**src/sv/oks_pkg.sv**
```systemverilog
package oks_pkg;

    // defaults for the top level parameters
    localparam int DEF_CAPACITY  = 64;
    localparam int DEF_KEY_WIDTH = 32;

    // fixed widths of the request and result ports
    localparam int ACTION_W = 3;
    localparam int IO_KEY_W = 32;

    // request actions
    localparam logic [ACTION_W-1:0] ACT_INSERT = 3'd0;
    localparam logic [ACTION_W-1:0] ACT_DELETE = 3'd1;
    localparam logic [ACTION_W-1:0] ACT_EXISTS = 3'd2;
    localparam logic [ACTION_W-1:0] ACT_NEXT   = 3'd3;
    localparam logic [ACTION_W-1:0] ACT_PREV   = 3'd4;

    // row operations broadcast to every cell
    localparam int CELL_OP_W = 2;
    localparam logic [CELL_OP_W-1:0] CELL_HOLD   = 2'd0;
    localparam logic [CELL_OP_W-1:0] CELL_INSERT = 2'd1;
    localparam logic [CELL_OP_W-1:0] CELL_DELETE = 2'd2;

    typedef struct packed {
        logic                 cmp_en;
        logic [CELL_OP_W-1:0] op;
    } cell_ctrl_t;

    // compare result of one cell against the request key
    typedef struct packed {
        logic lt;
        logic eq;
        logic gt;
    } cell_flag_t;

endpackage

```
**src/sv/oks_cell.sv**
```systemverilog
module oks_cell
    import oks_pkg::*;
#(
    parameter int KEY_WIDTH = DEF_KEY_WIDTH
)
(
    input  logic                 clk,
    input  logic                 rst_n,
    input  cell_ctrl_t           ctrl,
    input  logic [KEY_WIDTH-1:0] cmp_key,
    input  logic [KEY_WIDTH-1:0] left_key,
    input  logic                 left_valid,
    input  cell_flag_t           left_flag,
    input  logic [KEY_WIDTH-1:0] right_key,
    input  logic                 right_valid,
    output logic [KEY_WIDTH-1:0] key,
    output logic                 valid,
    output cell_flag_t           flag
);

    logic [KEY_WIDTH-1:0] key_reg;
    logic [KEY_WIDTH-1:0] key_next;
    logic                 valid_reg;
    logic                 valid_next;
    cell_flag_t           flag_reg;
    cell_flag_t           flag_next;
    logic                 less;
    logic                 same;

    assign less = $signed(key_reg) < $signed(cmp_key);
    assign same = key_reg == cmp_key;

    always_comb
    begin
        key_next   = key_reg;
        valid_next = valid_reg;
        flag_next  = flag_reg;
        if (ctrl.cmp_en)
        begin
            flag_next.lt = valid_reg & less;
            flag_next.eq = valid_reg & same;
            flag_next.gt = valid_reg & ~less & ~same;
        end
        unique case (ctrl.op)
            CELL_HOLD:
            begin
            end
            CELL_INSERT:
            begin
                // cells at or above the insert point move up by one
                if (!flag_reg.lt)
                begin
                    if (left_flag.lt)
                    begin
                        key_next   = cmp_key;
                        valid_next = 1'b1;
                    end
                    else
                    begin
                        key_next   = left_key;
                        valid_next = left_valid;
                    end
                end
            end
            CELL_DELETE:
            begin
                // cells from the removed slot upward close the gap
                if (!flag_reg.lt)
                begin
                    key_next   = right_key;
                    valid_next = right_valid;
                end
            end
            default:
            begin
            end
        endcase
    end

    always_ff @(posedge clk or negedge rst_n)
    begin
        if (!rst_n)
        begin
            valid_reg <= 1'b0;
            flag_reg  <= '0;
        end
        else
        begin
            valid_reg <= valid_next;
            flag_reg  <= flag_next;
        end
    end

    always_ff @(posedge clk)
    begin
        key_reg <= key_next;
    end

    assign key   = key_reg;
    assign valid = valid_reg;
    assign flag  = flag_reg;

endmodule

```
**config.mk**
```make
export PLATFORM = sky130hd
export DESIGN_NAME = oks_cell
export DESIGN_NICKNAME = d
export VERILOG_FILES = /design/src/sv/oks_pkg.sv /design/src/sv/oks_cell.sv
export SDC_FILE = /design/constraint.sdc
export NUM_CORES = 1
export LEC_CHECK = 0
export BUFFER_PORTS_ARGS = -buffer_cell sky130_fd_sc_hd__buf_2
export CORE_MARGIN = 2
export CORE_UTILIZATION = 31
export DETAILED_ROUTE_END_ITERATION = 6
export GPL_TIMING_DRIVEN = 0
export MAX_ROUTING_LAYER = met4
export SKIP_CTS_REPAIR_TIMING = 1
export SYNTH_ARGS = -nofsm -noshare
export SYNTH_HDL_FRONTEND = slang
export SYNTH_SLANG_ARGS = --single-unit
```
**constraint.sdc**
```tcl
create_clock -name clk -period 2.8 [get_ports clk]
set_input_delay 0.56 -clock clk [delete_from_list [all_inputs] [get_ports clk]]
set_output_delay 0.56 -clock clk [all_outputs]
set_load 0.01 [all_outputs]
```
Word-level counts from Yosys, hierarchy flattened

Index checks and enable logic that the tools add are counted.
Widths: inputs -> output; s select.

Memory bits (writable): 0
Register bits after elaboration: 36
ROM bits: 0
Bits in latches: 0
Memories kept: 0
Bits of input ports: 106

Divide/modulo/power cells: 0
Reductions and logical operators: 2
Order comparisons: 1
Bitwise operators: 6
Equal/unequal tests: 5
Multipliers: 0
Shift-type cells: 0
Add/sub/neg operators: 0
Mux-type cells: 8

Operator list:

| operator           | count |
|---|---|
| $mux 32            | 3 |
| $pmux 32 s2        | 1 |
| $eq 32x32->1       | 1 |
| $lt 32x32->1       | 1 |
| $and 1x1->1        | 4 |
| $ne 2x2->1 const B | 2 |
| $mux 1             | 3 |
| $reduce_and 3->1   | 1 |
| $eq 2x1->1 const B | 1 |
| $eq 2x2->1 const B | 1 |
| $not 1->1          | 2 |
| $pmux 1 s2         | 1 |
| $reduce_bool 2->1  | 1 |

Depth between registers and ports, before layout

Depth after elaboration: 4
Depth in mapped cells: 9
Depth with buffers taken out: 9

Least setup slack after synthesis

No wires, ideal clock.

Kind: input to register
Start point: in ctrl[0] (netlist bit)
End point: reg valid_reg, in the netlist valid
Stages on the path: 3
Slack: 0.163 ns
Path buffers: 0
Library setup time: 0.125 ns
Required time: 2.675 ns
Data arrival time: 2.512 ns
Path through: xnor2_1 nor2_1 mux2_2

Longest elaborated chain between the ends: 3
Elaborated cells on any way between the ends: 7
Those cells by class: eq/ne: 4; mux: 1; reduce/logical: 2

RTL lines:

| item                                                      | RTL line       | text |
|---|---|---|
| start: declaration                                        | oks_cell.sv:9  | `input cell_ctrl_t ctrl,` |
| $eq 2x1->1 or $eq 2x2->1 (tied branches)                  | oks_cell.sv:44 | `unique case (ctrl.op)` |
| $ne 2x2->1 (no line) or $reduce_bool 2->1 (tied branches) | --             |  |
| $reduce_and 3->1 (no line)                                | --             |  |
| end signal: assignment                                    | oks_cell.sv:89 | `valid_reg <= valid_next;` |
| end: declaration                                          | oks_cell.sv:23 | `logic valid_reg;` |

Several ways; a longest one is shown, not always the timed one.
A chain may end at the register's enable or synchronous reset.

Worst setup path after layout

Start point: reg key_reg[1], in the netlist key[1]
End point: reg flag_reg, in the netlist flag[0]

Longest elaborated chain between the ends: 4
Elaborated cells on any way between the ends: 6
Those cells by class: order compare: 1; eq/ne: 1; bitwise: 4

RTL lines:

| item                     | RTL line       | text |
|---|---|---|
| start: declaration       | oks_cell.sv:21 | `logic [KEY_WIDTH-1:0] key_reg;` |
| start signal: assignment | oks_cell.sv:96 | `key_reg <= key_next;` |
| $lt 32x32->1             | oks_cell.sv:30 | `assign less = $signed(key_reg) < $signed(cmp_key);` |
| $not 1->1                | oks_cell.sv:42 | `flag_next.gt = valid_reg & ~less & ~same;` |
| $and 1x1->1              | oks_cell.sv:42 |  |
| $and 1x1->1 *            | oks_cell.sv:42 |  |
| end signal: assignment   | oks_cell.sv:90 | `flag_reg <= flag_next;` |
| end: declaration         | oks_cell.sv:25 | `cell_flag_t flag_reg;` |

Mark *: on every way between the ends. The rest lies on a longest branch, timed or not.

==> out/qor.txt <==
CTS root buffer = clkbuf_8
RD Place Congestion = 0.759
Count of max-cap constraint violations = 0
R2R Setup Slk = 680 ps
Top delay family on crit path = compound AO/OA/AOI/OAI gates
Most common cell after layout, fill and taps aside = buf_2
Worst skew pair latency = 280 ps
Die width = 95.7 um
Fillers = 835
Global route overflow = 0
1st-iter DRT viols = 93
Slowest cell on the critical path = edfxtp_1
Slew @ Worst Pin = 580 ps
Average cell area after synthesis = 9.63 um2
Worst vdd ir = 0.000193 V
I/O Buffers = 138
Worst reg2reg path depth = 8
Gr usage total = 0.166
DRT antenna net count = 0
Tmin final = 2120 ps
Drt first pass iters = 4
Routed WL per cell = 14.0 um
Worst r2r dst = flag[0]
Worst Setup EP = flag[0]
Vias in the first global route = 2487
Clk_skew = 4.62 ps
Mapped Area = 2610 um2
Most used cell, CP = o211ai_1
PD cells = 538 nW/um2
Largest net degree at the start of global routing = 18
Count of cell types in the netlist = 32
Synth-to-Final Area Change = 36.7%
Final instance area = 3570 um2
Setup CP Type = reg -> reg
Setup crit end kind = register
CTS tree = yes
First-pass GRT wire length = 11.4 mm
Setup WS post-layout = 681 ps
RSZ-0062 raised after global routing = false
Yosys Warn Count = 0
Setup slack at placement = 407 ps
Max FFs per register = 32
Cell count after synthesis = 271
Dpl cell area = 3470 um2
Nets = 555
I/O pin count = 142
Hold Fails Final Rpt = 0
Clock buffer depth = 2
N_diodes = 0
Clock slew seen by the registers of the worst setup and hold paths = 70 ps
Reg2reg start = key[1]
Arr. time, crit path = 2300 ps
Vias per inst = 4.70
FF/Latch Area = 1060 um2
Synthesized Nets = 409
Max stage delay on crit path = 410 ps
Vias = 2460
CP Cell Sequence = ha_1 -> nor2b_1 -> o211ai_1 -> a2111o_1 -> o211ai_1 -> a31oi_1 -> xor2_1 -> a41o_1
Rel. slew slack = 0.613
Antenna violations before repair = 0
Worst setup startpoint = key[1]
Share of layout cells above drive strength 1 = 0.366
Hpwl dp = 6.03 mm
CP startpoint kind = register
Setup TNS = 0 ps
CTS Buf Count = 5
Core region area = 8180 um2
H-tree depth = 2
Final Max Tran Viols = 0
Worst Path Max Fanout = 2
Area of the multi-input gates = 1380 um2
Die area = 9170 um2
WL final = 7.33 mm
Max Freq = 472 MHz
WP depth = 8
Buffers & Inverters on Critical Path = 0
Remaining DRCs = 0
Die height = 95.7 um
CTS Sinks = 36
Seq/Total Area, Yosys = 0.407
Outcome = finished clean
Leakage power = 0.00182 uW
CP required = 2980 ps
Row count = 33
Fin crit share = 0.757
Yosys reg bits = 36
HP Class = in -> async
Most frequent cells in the layout = buf_2, nand2_1, inv_1, o21ai_0
Final setup fails = 0
Initial Util = 0.319
stage by stage:
step	hold slack (ps)	instances	util	power, uW
6_report	67.9	523	0.436	1920
5_1_grt	55.9	523	0.436	2070
4_1_cts	62.0	523	0.436	1950
3_5_place_dp	373	515	0.424	1530
3_3_place_gp	367	514	0.420	1490
2_1_floorplan	264	271	-	1200
worst reg2reg max path: stages, from the launching register on:
cell	delay [ps]
edfxtp_1	410
ha_1	300
nor2b_1	150
o211ai_1	100
a2111o_1	370
o211ai_1	140
a31oi_1	130
xor2_1	180
a41o_1	240
cell families (layout without fill, tap and decap cells):
family | Yosys count | in the layout | synth area share
compound gates | 60 | 60 | 0.132
fa+ha+maj | 32 | 32 | 0.153
buf+inv | 46 | 193 | 0.0676
mux | 33 | 33 | 0.127
simple gates | 62 | 62 | 0.106
xor+xnor | 2 | 2 | 0.00672
flops | 36 | 36 | 0.407
how the worst min path moves through the flow:
stage,startpoint,end,slack [ps],cells after the start
finish,rst_n,flag[2],70,1
floorplan,rst_n,flag[0],260,0
detailed placement,rst_n,flag[2],370,1
CTS,rst_n,flag[2],60,1
global placement,rst_n,valid,370,1
global route,rst_n,flag[0],60,1
per-layer routing:
| metal | wire [um] | share of wire | GRT usage |
|---|---|---|---|
| met5 | 0 | 0 | - |
| met4 | 19 | 0.0026 | 0.0286 |
| met3 | 481 | 0.066 | 0.0321 |
| met2 | 3520 | 0.48 | 0.281 |
| met1 | 3310 | 0.45 | 0.208 |
synth_stat cells:
master,count,area [um2]
nand2_1,41,154
inv_1,35,131
o21ai_0,35,175
edfxtp_1,32,961
ha_1,32,400
mux2i_1,32,320
a21oi_1,12,60.1
clkbuf_1,8,30.0
nand4_1,7,43.8
dfrtp_1,4,100
nand3_1,4,20.0
nor2_1,4,15.0
buf_2,3,15.0
nor2b_1,2,12.5
o211ai_1,2,15.0
o22ai_1,2,12.5
a2111o_1,1,11.3
a21o_1,1,7.51
a221oi_1,1,8.76
a221oi_2,1,15.0
a31oi_1,1,6.26
a41o_1,1,10.0
and2b_1,1,7.51
mux2_2,1,11.3
nand4b_1,1,8.76
nor3_2,1,10.0
nor4_1,1,6.26
o211a_1,1,10.0
o21a_1,1,7.51
o21ai_1,1,5.00
xnor2_1,1,8.76
xor2_1,1,8.76
final cells by class:
class,instances,area share
multi-input combinational,189,0.387
sequential,36,0.298
timing repair buffer,139,0.201
inverter,35,0.0368
tap,105,0.0368
clock buffer,8,0.0281
buffer,11,0.0126
power by group:
group,switching [uW],internal (uW),leakage (uW)
sequential,67.7,739,0.000359
clock,186,225,0.0000515
combinational,388,314,0.00141
(Power assumes the default switching activity.)
